[config.mk]
export PLATFORM = sky130hd
export DESIGN_NAME = mge_queue
export DESIGN_NICKNAME = d
export VERILOG_FILES = /design/src/design/mge_pkg.sv /design/src/design/mge_queue.sv
export SDC_FILE = /design/constraint.sdc
export NUM_CORES = 1
export LEC_CHECK = 0
export BUFFER_PORTS_ARGS = -buffer_cell sky130_fd_sc_hd__buf_4
export CORE_MARGIN = 1
export CORE_UTILIZATION = 45
export DETAILED_ROUTE_END_ITERATION = 10
export PLACE_DENSITY = 0.76
export SLEW_MARGIN = 10
export SYNTH_ARGS = -nofsm -noshare
export SYNTH_HDL_FRONTEND = slang
export SYNTH_SLANG_ARGS = --single-unit
[constraint.sdc]
create_clock -name clk -period 4.7 [get_ports clk]
set_input_delay 0.47 -clock clk [delete_from_list [all_inputs] [get_ports clk]]
set_output_delay 0.47 -clock clk [all_outputs]
set_load 0.02 [all_outputs]
[src/design/mge_pkg.sv]
// ----------------------------------------------------------------------------
// mge_pkg
// Types and fixed constants of the integer GEMM engine: command and mode
// codes, configuration register indexes, queue entry and back-end states.
// ----------------------------------------------------------------------------
package mge_pkg;

    localparam int DATA_W      = 32;
    localparam int DIM_W       = 4;
    localparam int IDX_W       = 3;
    localparam int CFG_IDX_W   = 3;
    localparam int CFG_DATA_W  = 4;
    localparam int QUEUE_DEPTH = 4;
    localparam int QPTR_W      = $clog2(QUEUE_DEPTH);

    localparam logic [1:0]       MODE_ADD  = 2'd0;
    localparam logic [1:0]       MODE_MUL  = 2'd1;
    localparam logic [1:0]       MODE_MAC  = 2'd2;
    localparam logic [DIM_W-1:0] DIM_RESET = 4'd8;

    localparam logic [CFG_IDX_W-1:0] REG_MODE   = 3'd0;
    localparam logic [CFG_IDX_W-1:0] REG_A_ROWS = 3'd1;
    localparam logic [CFG_IDX_W-1:0] REG_A_COLS = 3'd2;
    localparam logic [CFG_IDX_W-1:0] REG_B_ROWS = 3'd3;
    localparam logic [CFG_IDX_W-1:0] REG_B_COLS = 3'd4;
    localparam logic [CFG_IDX_W-1:0] REG_C_ROWS = 3'd5;
    localparam logic [CFG_IDX_W-1:0] REG_C_COLS = 3'd6;

    typedef enum logic [1:0] {
        CMD_LOAD_A = 2'd0,
        CMD_LOAD_B = 2'd1,
        CMD_LOAD_C = 2'd2,
        CMD_START  = 2'd3
    } cmd_t;

    typedef struct packed {
        logic [1:0]       mode;
        logic [DIM_W-1:0] a_rows;
        logic [DIM_W-1:0] a_cols;
        logic [DIM_W-1:0] b_rows;
        logic [DIM_W-1:0] b_cols;
        logic [DIM_W-1:0] c_rows;
        logic [DIM_W-1:0] c_cols;
    } cfg_t;

    typedef struct packed {
        cmd_t              cmd;
        logic              bad;
        logic [IDX_W-1:0]  row;
        logic [IDX_W-1:0]  col;
        logic [DATA_W-1:0] value;
    } q_entry_t;

    typedef struct packed {
        logic     valid;
        q_entry_t entry;
    } q_head_t;

    typedef enum logic [2:0] {
        ST_IDLE,
        ST_ISSUE,
        ST_DRAIN,
        ST_EMIT,
        ST_ERROR
    } st_t;

endpackage

[src/design/mge_queue.sv]
// ----------------------------------------------------------------------------
// mge_queue
// Short command queue between the classifier and the compute back end.
// ----------------------------------------------------------------------------
module mge_queue
    import mge_pkg::*;
(
    input  logic     clk,
    input  logic     rst_n,
    input  logic     push,
    input  q_entry_t push_data,
    input  logic     pop,
    output q_head_t  head,
    output logic     full
);

    q_entry_t          slot_reg [QUEUE_DEPTH];
    logic [QPTR_W-1:0] wr_ptr_reg;
    logic [QPTR_W-1:0] rd_ptr_reg;
    logic [QPTR_W:0]   count_reg;
    logic [QPTR_W:0]   count_next;
    logic              do_pop;

    assign full       = (count_reg == (QPTR_W + 1)'(QUEUE_DEPTH));
    assign head.valid = (count_reg != '0);
    assign head.entry = slot_reg[rd_ptr_reg];
    assign do_pop     = pop && head.valid;

    always_comb
    begin
        count_next = count_reg;
        if (push && !do_pop)
        begin
            count_next = count_reg + 1'b1;
        end
        else if (do_pop && !push)
        begin
            count_next = count_reg - 1'b1;
        end
    end

    always_ff @(posedge clk or negedge rst_n)
    begin
        if (!rst_n)
        begin
            wr_ptr_reg <= '0;
            rd_ptr_reg <= '0;
            count_reg  <= '0;
        end
        else
        begin
            if (push)
            begin
                wr_ptr_reg <= wr_ptr_reg + 1'b1;
            end
            if (do_pop)
            begin
                rd_ptr_reg <= rd_ptr_reg + 1'b1;
            end
            count_reg <= count_next;
        end
    end

    always_ff @(posedge clk)
    begin
        if (push)
        begin
            slot_reg[wr_ptr_reg] <= push_data;
        end
    end

endmodule

* Yosys cells after proc, flatten, opt, wreduce, memory -nomap -nowiden
Memories as Yosys holds them, arrays and structs flattened.
Cells that the tools add are included.
** Word-level totals
- Register bits after elaboration :: 7
- Bits in latches :: 0
- Bits in writable memories :: 164
- Memory bits (read-only) :: 0
- Bits of input ports :: 45
- Output and inout port bits :: 43
- Memories :: 1
** Memory list
- slot_reg :: depth 4, bits a word 41, read ports 1, clocked after memory_dff 0, wr ports 1, line mge_queue.sv:17 : q_entry_t slot_reg [QUEUE_DEPTH];
** Operators by class
- Add/subtract/negate cells :: 4
- Multipliers :: 0
- Div/mod/pow operators :: 0
- Magnitude comparators :: 0
- Equality and inequality tests :: 1
- Shift operators :: 0
- Muxes and demuxes :: 4
- Bitwise logic cells :: 0
- Reduce and logical (&&, ||, !) cells :: 7
** Operators by type and width (number)
- 3-bit two-way mux :: 2
- 2-bit by 1-bit adder with 2-bit output (second input constant) :: 2
- 3-bit by 1-bit adder with 3-bit output (second input constant) :: 1
- 3-bit equality test (second input constant) :: 1
- 1-bit logical AND :: 3
- 3-bit nonzero test :: 1
- 3-bit by 1-bit subtractor with 3-bit output (second input constant) :: 1
- 1-bit logical NOT :: 2
- 1-bit two-way mux :: 2
- 2-bit nonzero test :: 1

* Logic depth before layout (Yosys ltp)
- Word-level depth :: 5
- Mapped depth :: 8

* Worst setup path before layout
OpenSTA, ideal clock, no wires.
- Path kind :: register -> register
- Start point :: reg count_reg[0]
- End point :: reg count_reg[2]
- Setup time :: 79 ps
- Arrival time :: 2045 ps
- Required time :: 4621 ps
- Path slack :: 2575 ps
- Stages on the path, launching flop included :: 9
- Cells stage by stage :: dfrtp_1 -> or3_1 -> nand2_1 -> ha_1 -> inv_1 -> fa_1 -> xor2_1 -> nor2_1 -> xor2_1
** RTL lines
- start, declared :: line mge_queue.sv:20 : logic [QPTR_W:0] count_reg;
- start signal, assigned :: line mge_queue.sv:60 : count_reg <= count_next;

==> metrics <==
crit path max fanout=43; row count=43; IO Pins=88; outcome=completed; FF-to-FF End=count_reg[2]; Critical Path Start=rd_ptr_reg[0]; Routed WL=10220 um; routed vias/inst=5.107; CTS resizes=0; path depth of the worst reg2reg path=8; I/O Buffers=87; Die X=121.0 um; vias in the first global route=2965; Synth cell types=21; vias post-DR=2758; NumNets Final=397; drt first pass iters=4; DIE AREA=14630 um^2; Hold/Removal Path Class=in2reg; maximum vdd ir drop=0.2605 mV; total of warnings raised by yosys=0; Final ANT Viol Nets=0; CP arrival=2.24 ns; Slew headroom=21.86%; max-cap violations=0; FILL cells=1021; post-DP HPWL=5666 um; Max Clock Skew=0.007384 ns; RD Place Congestion=0.6873; Die Ht=121.0 um; adder-cell area share of the yosys netlist=1.297%; H-tree depth=4; power per cell area=649.3 nW/um^2; Overflow after GRT=0; fraction of the mapped netlist area in simple logic gates=0.8646%; CTS tree=built; DRC violations left=0; CP endpoint kind=output pin; Wirelength per Cell=18.92 um; largest family of logic cells by synthesized area=multiplexers; multiplexer share of the synthesized area=14.86%; Req. time, crit path=4.23 ns; xor/xnor share of the synthesized area=0.8253%; Worst-path clk slew=0.06 ns; # setup viols final=0; met3 Use GR=5.075%; max FFs per register=164; reg-to-reg slack, setup=2.54 ns; initial DRC count=224; total power=0.005015 W; worst skew pair latency=0.42 ns; met2 usage=24.93%; Synth Instances=249; total CTS buffers=17; global routing usage on met1=19.12%; fin crit share=57.70%; number of synthesized register bits=171; RSZ-0062 raised after global routing=false; CP Class=reg2out; synthesized area per cell=25.57 um^2; Slew Viols, Final=0; Leak=2.664 nW; Syn-to-layout area delta=21.30%; hold path depth=1; GR peak layer=met2; initial core utilization=46.05%; R2R Path Start=count_reg[0]; hold_ws=0.2510 ns; Final Hold Vio Count=0; Overall Global Routing Usage=15.42%; Bufs on Longest Clock Path=2; Synth Area in Compound Gates=0.07860%; layout cells sized above 1=45.13%; worst setup path endpoint=head[28]; startpoint types=register; Root Driver=clkbuf_16; core footprint=13830 um^2; cell area after synthesis=6367 um^2; register area share after synthesis=80.09%; Post-Syn Nets=300; initial antenna violation count=1; HP Start=push_data[18]; worst slew pin tran=1.172 ns; min cycle time layout=2.712 ns; total negative slack=0 ns; global-route wire length before repair=15970 um; largest net degree at the start of global routing=44; top achievable clock speed=368.7 MHz; Sink Count=171
power breakdown:
part,internal (W),switching (W),leakage (nW)
Sequential,0.00201,0.000254,1.59
Clock,0.000791,0.000539,0.272
Combinational,0.000729,0.000695,0.806
cell usage after synthesis:
| cell | number | share of area, % |
|---|---|---|
| fa_1 | 1 | 0.31 |
| buf_6 | 1 | 0.18 |
| inv_1 | 3 | 0.18 |
| edfxtp_1 | 164 | 77 |
| ha_1 | 5 | 0.98 |
| nor2_1 | 1 | 0.059 |
| buf_12 | 4 | 1.3 |
| mux4_2 | 38 | 13 |
| or3_1 | 1 | 0.098 |
| xor2_1 | 3 | 0.41 |
| nor3b_1 | 1 | 0.12 |
| nand3_1 | 1 | 0.079 |
| o21ai_0 | 1 | 0.079 |
| xnor2_1 | 3 | 0.41 |
| mux2_2 | 1 | 0.18 |
| dfrtp_1 | 7 | 2.8 |
| mux4_1 | 3 | 1.2 |
| clkbuf_1 | 1 | 0.059 |
| and2_1 | 4 | 0.39 |
| buf_2 | 4 | 0.31 |
| nand2_1 | 2 | 0.12 |
per-stage QoR:
step / setup slack (ns) / utilization [%] / area [um^2] / std cells
2_1_floorplan: 2.575 / - / 6367 / 249
3_3_place_gp: 2.358 / 51.64 / 7141 / 506
3_5_place_dp: 2.364 / 51.64 / 7141 / 506
4_1_cts: 1.893 / 55.84 / 7721 / 539
5_1_grt: 1.817 / 55.84 / 7721 / 539
6_report: 1.988 / 55.86 / 7724 / 540
worst min path at each step:
stage / slack (ns) / to
finish: 0.25 / slot_reg[1][18]
global route: 0.23 / slot_reg[2][25]
CTS: 0.23 / slot_reg[0][22]
detailed placement: 0.29 / count_reg[1]
global placement: 0.29 / count_reg[2]
floorplan: 0.17 / count_reg[0]
metal layers:
metal / wire [um] / vias to the layer above / share of wire, %
met3: 496 / 15 / 4.9
li1: - / 1244 / -
met1: 4324 / 1429 / 42
met5: 0 / - / 0
met2: 5218 / 70 / 51
met4: 179 / 0 / 1.8
cell usage in the layout, fill, tap and decap left out:
cell	instances
or3_1	1
clkbuf_1	2
bufinv_16	2
clkbuf_8	1
and2_2	4
diode_2	1
clkbuf_16	17
mux4_1	3
nor2_1	1
xor2_1	3
clkinv_4	1
nand3_1	1
edfxtp_1	164
dlygate4sd3_1	1
clkinv_2	5
o21ai_0	1
mux4_2	38
nand2_1	2
xnor2_1	3
nor3b_1	1
dfrtp_2	1
clkinvlp_4	4
dfrtp_4	1
fa_1	1
buf_4	87
inv_1	3
ha_1	5
mux2_2	1
dfrtp_1	5
logic make-up after synthesis:
family                   count (synthesis)
buffers and inverters                   13
AO/OA/AOI/OAI                            1
XOR/XNOR                                 6
adder cells (fa/ha/maj)                  6
AND/OR/NAND/NOR                         10
flip-flops                             171
multiplexers                            42
area by class of cell:
| type | count | area (um^2) | share of cell area [%] |
|---|---|---|---|
| sequential | 171 | 5105 | 66.09 |
| multi-input combinational | 65 | 1146 | 14.84 |
| timing repair buffer | 88 | 663.1 | 8.586 |
| clock buffer | 20 | 446.7 | 5.783 |
| tap | 180 | 225.2 | 2.916 |
| clock inverter | 12 | 123.9 | 1.604 |
| inverter | 3 | 11.26 | 0.1458 |
| antenna | 1 | 2.502 | 0.03240 |
worst max-delay path, cell delays in order, from the launching register on:
cell and delay [ns]:
dfrtp_4 0.98, mux4_1 0.64, buf_4 0.17
repair_timing:
item	4_1_cts	5_1_grt
buffers inserted	0	0
hold endpoints to repair	7	0
setup endpoints to repair	0	0
hold buffers	1	0
No activity file was read; power rests on OpenSTA's default activity.
