===== config.mk =====
export PLATFORM = sky130hd
export DESIGN_NAME = mge_front
export DESIGN_NICKNAME = d
export VERILOG_FILES = /design/src/design/mge_pkg.sv /design/src/design/mge_front.sv
export SDC_FILE = /design/constraint.sdc
export NUM_CORES = 1
export LEC_CHECK = 0
export BUFFER_PORTS_ARGS = -buffer_cell sky130_fd_sc_hd__buf_2
export CAP_MARGIN = 20
export CORE_ASPECT_RATIO = 1.5
export CORE_UTILIZATION = 38
export DETAILED_ROUTE_END_ITERATION = 10
export PLACE_DENSITY = 0.93
export SLEW_MARGIN = 20
export SYNTH_ARGS = -nofsm -noshare
export SYNTH_HDL_FRONTEND = slang
export SYNTH_SLANG_ARGS = --single-unit
export TNS_END_PERCENT = 1

===== constraint.sdc =====
create_clock -name vclk -period 3.15
set_input_delay 0.945 -clock vclk [all_inputs]
set_output_delay 0.945 -clock vclk [all_outputs]
set_load 0.05 [all_outputs]

===== src/design/mge_pkg.sv =====
// ----------------------------------------------------------------------------
// mge_pkg
// Types and fixed constants of the integer GEMM engine: command and mode
// codes, configuration register indexes, queue entry and back-end states.
// ----------------------------------------------------------------------------
package mge_pkg;

    localparam int DATA_W      = 32;
    localparam int DIM_W       = 4;
    localparam int IDX_W       = 3;
    localparam int CFG_IDX_W   = 3;
    localparam int CFG_DATA_W  = 4;
    localparam int QUEUE_DEPTH = 4;
    localparam int QPTR_W      = $clog2(QUEUE_DEPTH);

    localparam logic [1:0]       MODE_ADD  = 2'd0;
    localparam logic [1:0]       MODE_MUL  = 2'd1;
    localparam logic [1:0]       MODE_MAC  = 2'd2;
    localparam logic [DIM_W-1:0] DIM_RESET = 4'd8;

    localparam logic [CFG_IDX_W-1:0] REG_MODE   = 3'd0;
    localparam logic [CFG_IDX_W-1:0] REG_A_ROWS = 3'd1;
    localparam logic [CFG_IDX_W-1:0] REG_A_COLS = 3'd2;
    localparam logic [CFG_IDX_W-1:0] REG_B_ROWS = 3'd3;
    localparam logic [CFG_IDX_W-1:0] REG_B_COLS = 3'd4;
    localparam logic [CFG_IDX_W-1:0] REG_C_ROWS = 3'd5;
    localparam logic [CFG_IDX_W-1:0] REG_C_COLS = 3'd6;

    typedef enum logic [1:0] {
        CMD_LOAD_A = 2'd0,
        CMD_LOAD_B = 2'd1,
        CMD_LOAD_C = 2'd2,
        CMD_START  = 2'd3
    } cmd_t;

    typedef struct packed {
        logic [1:0]       mode;
        logic [DIM_W-1:0] a_rows;
        logic [DIM_W-1:0] a_cols;
        logic [DIM_W-1:0] b_rows;
        logic [DIM_W-1:0] b_cols;
        logic [DIM_W-1:0] c_rows;
        logic [DIM_W-1:0] c_cols;
    } cfg_t;

    typedef struct packed {
        cmd_t              cmd;
        logic              bad;
        logic [IDX_W-1:0]  row;
        logic [IDX_W-1:0]  col;
        logic [DATA_W-1:0] value;
    } q_entry_t;

    typedef struct packed {
        logic     valid;
        q_entry_t entry;
    } q_head_t;

    typedef enum logic [2:0] {
        ST_IDLE,
        ST_ISSUE,
        ST_DRAIN,
        ST_EMIT,
        ST_ERROR
    } st_t;

endpackage


===== src/design/mge_front.sv =====
// ----------------------------------------------------------------------------
// mge_front
// Input classifier: drops out-of-range loads, checks the configured shape
// on a start beat and pushes the surviving beats into the command queue.
// ----------------------------------------------------------------------------
module mge_front
    import mge_pkg::*;
#(
    parameter int MAX_DIM = 8
)
(
    input  logic                     in_valid,
    output logic                     in_ready,
    input  logic [1:0]               cmd,
    input  logic [IDX_W-1:0]         row,
    input  logic [IDX_W-1:0]         col,
    input  logic signed [DATA_W-1:0] value,
    input  cfg_t                     cfg,
    input  logic                     q_full,
    output logic                     q_push,
    output q_entry_t                 q_data
);

    localparam logic [DIM_W:0] DIM_LIM = (DIM_W + 1)'(MAX_DIM);

    function automatic logic dim_ok(input logic [DIM_W-1:0] d);
        dim_ok = (d != '0) && ({1'b0, d} <= DIM_LIM);
    endfunction

    function automatic logic in_bound(input logic [DIM_W-1:0] nr,
                                      input logic [DIM_W-1:0] nc);
        in_bound = (DIM_W'(row) < nr) && (DIM_W'(col) < nc) &&
                   ({1'b0, nr} <= DIM_LIM) && ({1'b0, nc} <= DIM_LIM);
    endfunction

    cmd_t cmd_code;
    logic shape_ok;
    logic keep;

    assign cmd_code = cmd_t'(cmd);

    always_comb
    begin
        shape_ok = 1'b0;
        if (dim_ok(cfg.a_rows) && dim_ok(cfg.a_cols) &&
            dim_ok(cfg.b_rows) && dim_ok(cfg.b_cols))
        begin
            unique case (cfg.mode)
                MODE_ADD: shape_ok = (cfg.a_rows == cfg.b_rows) &&
                                     (cfg.a_cols == cfg.b_cols);
                MODE_MUL: shape_ok = (cfg.a_cols == cfg.b_rows);
                MODE_MAC: shape_ok = (cfg.a_cols == cfg.b_rows) &&
                                     dim_ok(cfg.c_rows) && dim_ok(cfg.c_cols) &&
                                     (cfg.a_rows == cfg.c_rows) &&
                                     (cfg.b_cols == cfg.c_cols);
                default:  shape_ok = 1'b0;
            endcase
        end
    end

    always_comb
    begin
        unique case (cmd_code)
            CMD_LOAD_A: keep = in_bound(cfg.a_rows, cfg.a_cols);
            CMD_LOAD_B: keep = in_bound(cfg.b_rows, cfg.b_cols);
            CMD_LOAD_C: keep = in_bound(cfg.c_rows, cfg.c_cols);
            CMD_START:  keep = 1'b1;
            default:    keep = 1'b0;
        endcase
    end

    assign in_ready     = !q_full;
    assign q_push       = in_valid && !q_full && keep;
    assign q_data.cmd   = cmd_code;
    assign q_data.bad   = !shape_ok;
    assign q_data.row   = row;
    assign q_data.col   = col;
    assign q_data.value = value;

endmodule


After elaboration in Yosys (flattened, before gate mapping)
Cells that the tools add are included.
{"block": "word_totals", "register_bits": 0, "word_cells": 60, "input_bits": 68}
{"block": "op_classes", "mux": 3, "order_cmp": 12, "eq_ne": 10, "n_reduce_logical": 35}
{"cell": "logical AND 1 bit", "count": 25}
{"cell": "less-or-equal comparator 4 bit, second input constant", "count": 6}
{"cell": "< comparator 3 x 4 -> 1 bit", "count": 6}
{"cell": "nonzero test 4 bit", "count": 6}
{"cell": "== test 4 bit", "count": 5}
{"cell": "== test 2 bit, second input constant", "count": 3}
{"cell": "== test 2 x 1 -> 1 bit, second input constant", "count": 2}
{"cell": "logical NOT 2 bit", "count": 2}
{"cell": "one-hot mux 1 bit (4 select lines)", "count": 1}
{"cell": "one-hot mux 1 bit (3 select lines)", "count": 1}
{"cell": "logical NOT 1 bit", "count": 2}
{"cell": "two-way mux 1 bit", "count": 1}

Longest topological paths before layout
{"block": "logic_depth", "depth_word": 9, "depth_mapped": 7}

Worst setup path after synthesis
No wires, ideal clock.
{"block": "synth_timing", "path_type": "input to output", "startpoint": "input cfg[6] (netlist name)", "endpoint": "output q_data[38] (netlist name)", "required_time_ps": 2205, "setup_slack_ps": -540, "path_stages": 4, "t_arrival_ps": 2745, "path_buffers": 0, "cell_sequence": "or4_1 -> nand2_1 -> nor4_1 -> o31ai_1"}
{"item": "from (decl)", "line": "mge_front.sv:18", "text": "input cfg_t cfg,"}
{"item": "to (decl)", "line": "mge_front.sv:21", "text": "output q_entry_t q_data"}

Worst setup path in the final report
{"block": "layout_timing", "startpoint": "input cfg[14] (netlist name)", "endpoint": "output q_push"}
{"block": "layout_between", "elab_chain_cells": 6, "word_cells_on_any_way": 7, "classes_between": "2 x order compare; 1 x mux; 4 x reduce/logical"}
{"item": "< comparator 3 x 4 -> 1 bit", "line": "mge_front.sv:32", "text": "in_bound = (DIM_W'(row) < nr) && (DIM_W'(col) < nc) &&"}
{"item": "logical AND 1 bit", "line": "mge_front.sv:32"}
{"item": "logical AND 1 bit *", "line": "mge_front.sv:32"}
{"item": "logical AND 1 bit *", "line": "mge_front.sv:33", "text": "({1'b0, nr} <= DIM_LIM) && ({1'b0, nc} <= DIM_LIM);"}
{"item": "one-hot mux 1 bit (4 select lines) *", "line": "mge_front.sv:63", "text": "unique case (cmd_code)"}
{"item": "logical AND 1 bit *", "line": "mge_front.sv:73", "text": "assign q_push = in_valid && !q_full && keep;"}
{"item": "to (decl)", "line": "mge_front.sv:20", "text": "output logic q_push,"}
Mark *: on every way between the ends. The rest lies on a longest branch, timed or not.

==> flow_metrics.env <==
export IMPL_overflow=0
export IMPL_critical_path_class="in2out"
export IMPL_core_area_mm2=0.00271
export IMPL_syn_to_final_growth_pct=48.1
export IMPL_vias_per_cell=5.05
export IMPL_setup_viol=2
export IMPL_wirelength_um=3360
export IMPL_synthCells=147
export IMPL_syn_avg_cell_area_um2=7.41
export IMPL_post_route_util_pct=59.7
export IMPL_drtIter0Drc=26
export IMPL_status="complete, but fails checks"
export IMPL_port_buffers=47
export IMPL_hold_start="value[11]"
export IMPL_synth_top_area_share_pct=29.6
export IMPL_fillCellCount=246
export IMPL_finalHoldViolCount=0
export IMPL_holdWs_ns=1.89
export IMPL_postCtsHoldBufs=0
export IMPL_drv_slew=0
export IMPL_worstPathMaxFanout=2
export IMPL_grt_pass1_vias=1219
export IMPL_drcViolationCount=0
export IMPL_synth_cell_types=29
export IMPL_dieWidth_um=45.7
export IMPL_post_drt_wl_per_cell_um=15.3
export IMPL_yosysWarnings=0
export IMPL_seq_cells=0
export IMPL_grt_use_total_pct=22.9
export IMPL_grt_first_pass_wirelength_um=5220
export IMPL_p_per_area_mw_per_mm2=149
export IMPL_arrival_ns=2.37
export IMPL_syn_nets=227
export IMPL_drv_cap=0
export IMPL_gp_congestion=0.853
export IMPL_pin_count=111
export IMPL_crit_chain="buf_2, inv_1, ha_2, nor3_2, a21o_2, o32a_1, o21ai_2, a311oi_4, buf_6"
export IMPL_layout_setup_ws_ns=-0.166
export IMPL_ys_seq_area_share_pct=0
export IMPL_dp_hpwl_um=2610
export IMPL_via_count=1111
export IMPL_dpl_instance_area_mm2=0.00138
export IMPL_yosysTopAreaCell="buf_4"
export IMPL_nClkBuffers=0
export IMPL_worst_pin_slew_ns=0.306
export IMPL_max_freq_ghz=0.302
export IMPL_min_period_ns=3.32
export IMPL_startpoint="cfg[14]"
export IMPL_mappedNetlistArea_mm2=0.00109
export IMPL_crit_path_end_kind="primary output"
export IMPL_design_area_mm2=0.00161
export IMPL_pre_cts_slack_ns=-0.441
export IMPL_antenna_found_initial=0
export IMPL_violations="setup timing"
export IMPL_p_leak_nw=0.719
export IMPL_drive_gt1_share_pct=62.3
export IMPL_rsz0062_at_grt="yes"
export IMPL_max_slew_margin_pct=79.5
export IMPL_drtAntennaViolNets=0
export IMPL_grt_max_degree=6
export IMPL_worst_ep_required_time_ns=2.20
export IMPL_ir_drop_uv=70.4
export IMPL_initial_utilization_pct=40.3
export IMPL_rows=23
export IMPL_firstDrtPassIters=4
export IMPL_start_kind="input port"
export IMPL_die_h_um=67.6
export IMPL_crit_slowest_cell="a311oi_4"
export IMPL_power_uw=240
export IMPL_cpPeakStageDelay_ns=0.28
export IMPL_final_nets=265
export IMPL_min_path_type="in2out"
export IMPL_fp_dieArea_mm2=0.00309
export IMPL_regArea_um2=0
export IMPL_diodes=0
export IMPL_min_period_over_period_pct=105
export IMPL_post_cts_setup_buffers=0
export IMPL_synthTopCellsByArea="buf_4 30%, ha_1 14%, xnor2_1 11%"
cell type report:
type                            count  area [um2]  area share (%)
Tap cell                           37        46.3            2.87
Multi-Input combinational cell     89         948            58.8
Inverter                           15        78.8            4.88
Timing Repair Buffer               79         541            33.5
critical path, delay by kind of cell:
family          cells  cell delay, ns
buf+inv             3            0.36
simple gates        1            0.17
compound gates      4            0.63
fa+ha+maj           1            0.26
synth_stat cells, types with 2 or more instances:
master	n
xor2_1	9
nand4_1	4
nor3_1	8
nor2_1	2
o21ai_1	2
o31ai_1	3
xnor2_1	14
o21ai_0	2
a21oi_1	4
buf_4	43
inv_1	15
nor2b_1	2
nand2b_1	5
ha_1	12
nor4_1	4
a2111oi_2	2
nand2_1	4
layer usage:
metal	up-vias	wire length (um)	GRT usage (%)
met1	492	1130	20.2
met2	55	1850	45.5
met5	-	0	0
met3	24	208	3.21
met4	0	176	14.0
li1	540	-	-
where the power goes:
group / internal [mW] / switching [mW]
sequential: 0 / 0
combinational: 0.116 / 0.124
clock: 0 / 0
worst paths after layout:
kind    endpoint  slack, ns  depth (start not counted)
max       q_push      -0.17                          9
min   q_data[11]       1.89                          0
stage by stage:
stage	setup TNS, ns	instances
final	-0.197	220
after global routing	-0.401	220
after global placement	-0.668	220
after detailed placement	-0.737	220
after floorplan	-0.300	147
after CTS	-0.155	220
timing repair:
item	in CTS	in global routing
gates resized for setup	48	1
endpoints found under the setup margin	2	2
pin swaps	14	3
kinds of logic after synthesis:
group | count (synthesis) | synth area share, %
buf+inv | 58 | 34.8
simple gates | 34 | 18.1
xor+xnor | 23 | 18.5
compound gates | 20 | 14.8
fa+ha+maj | 12 | 13.8
layout by cell type (no fill, tap or decap), types with 2 or more instances in the layout:
cell	instances
a2111oi_4	3
a21oi_1	3
buf_2	39
buf_4	31
buf_6	6
buf_8	3
ha_1	3
ha_2	2
ha_4	7
inv_1	12
nand2_1	4
nand2b_1	3
nand2b_4	2
nand4_1	4
nor2b_1	2
nor3_1	3
nor3_2	5
nor4_1	2
nor4_2	2
o21ai_1	2
o21ai_2	2
o31ai_1	2
xnor2_1	14
xor2_1	9
No activity file was read; power rests on OpenSTA's default activity.
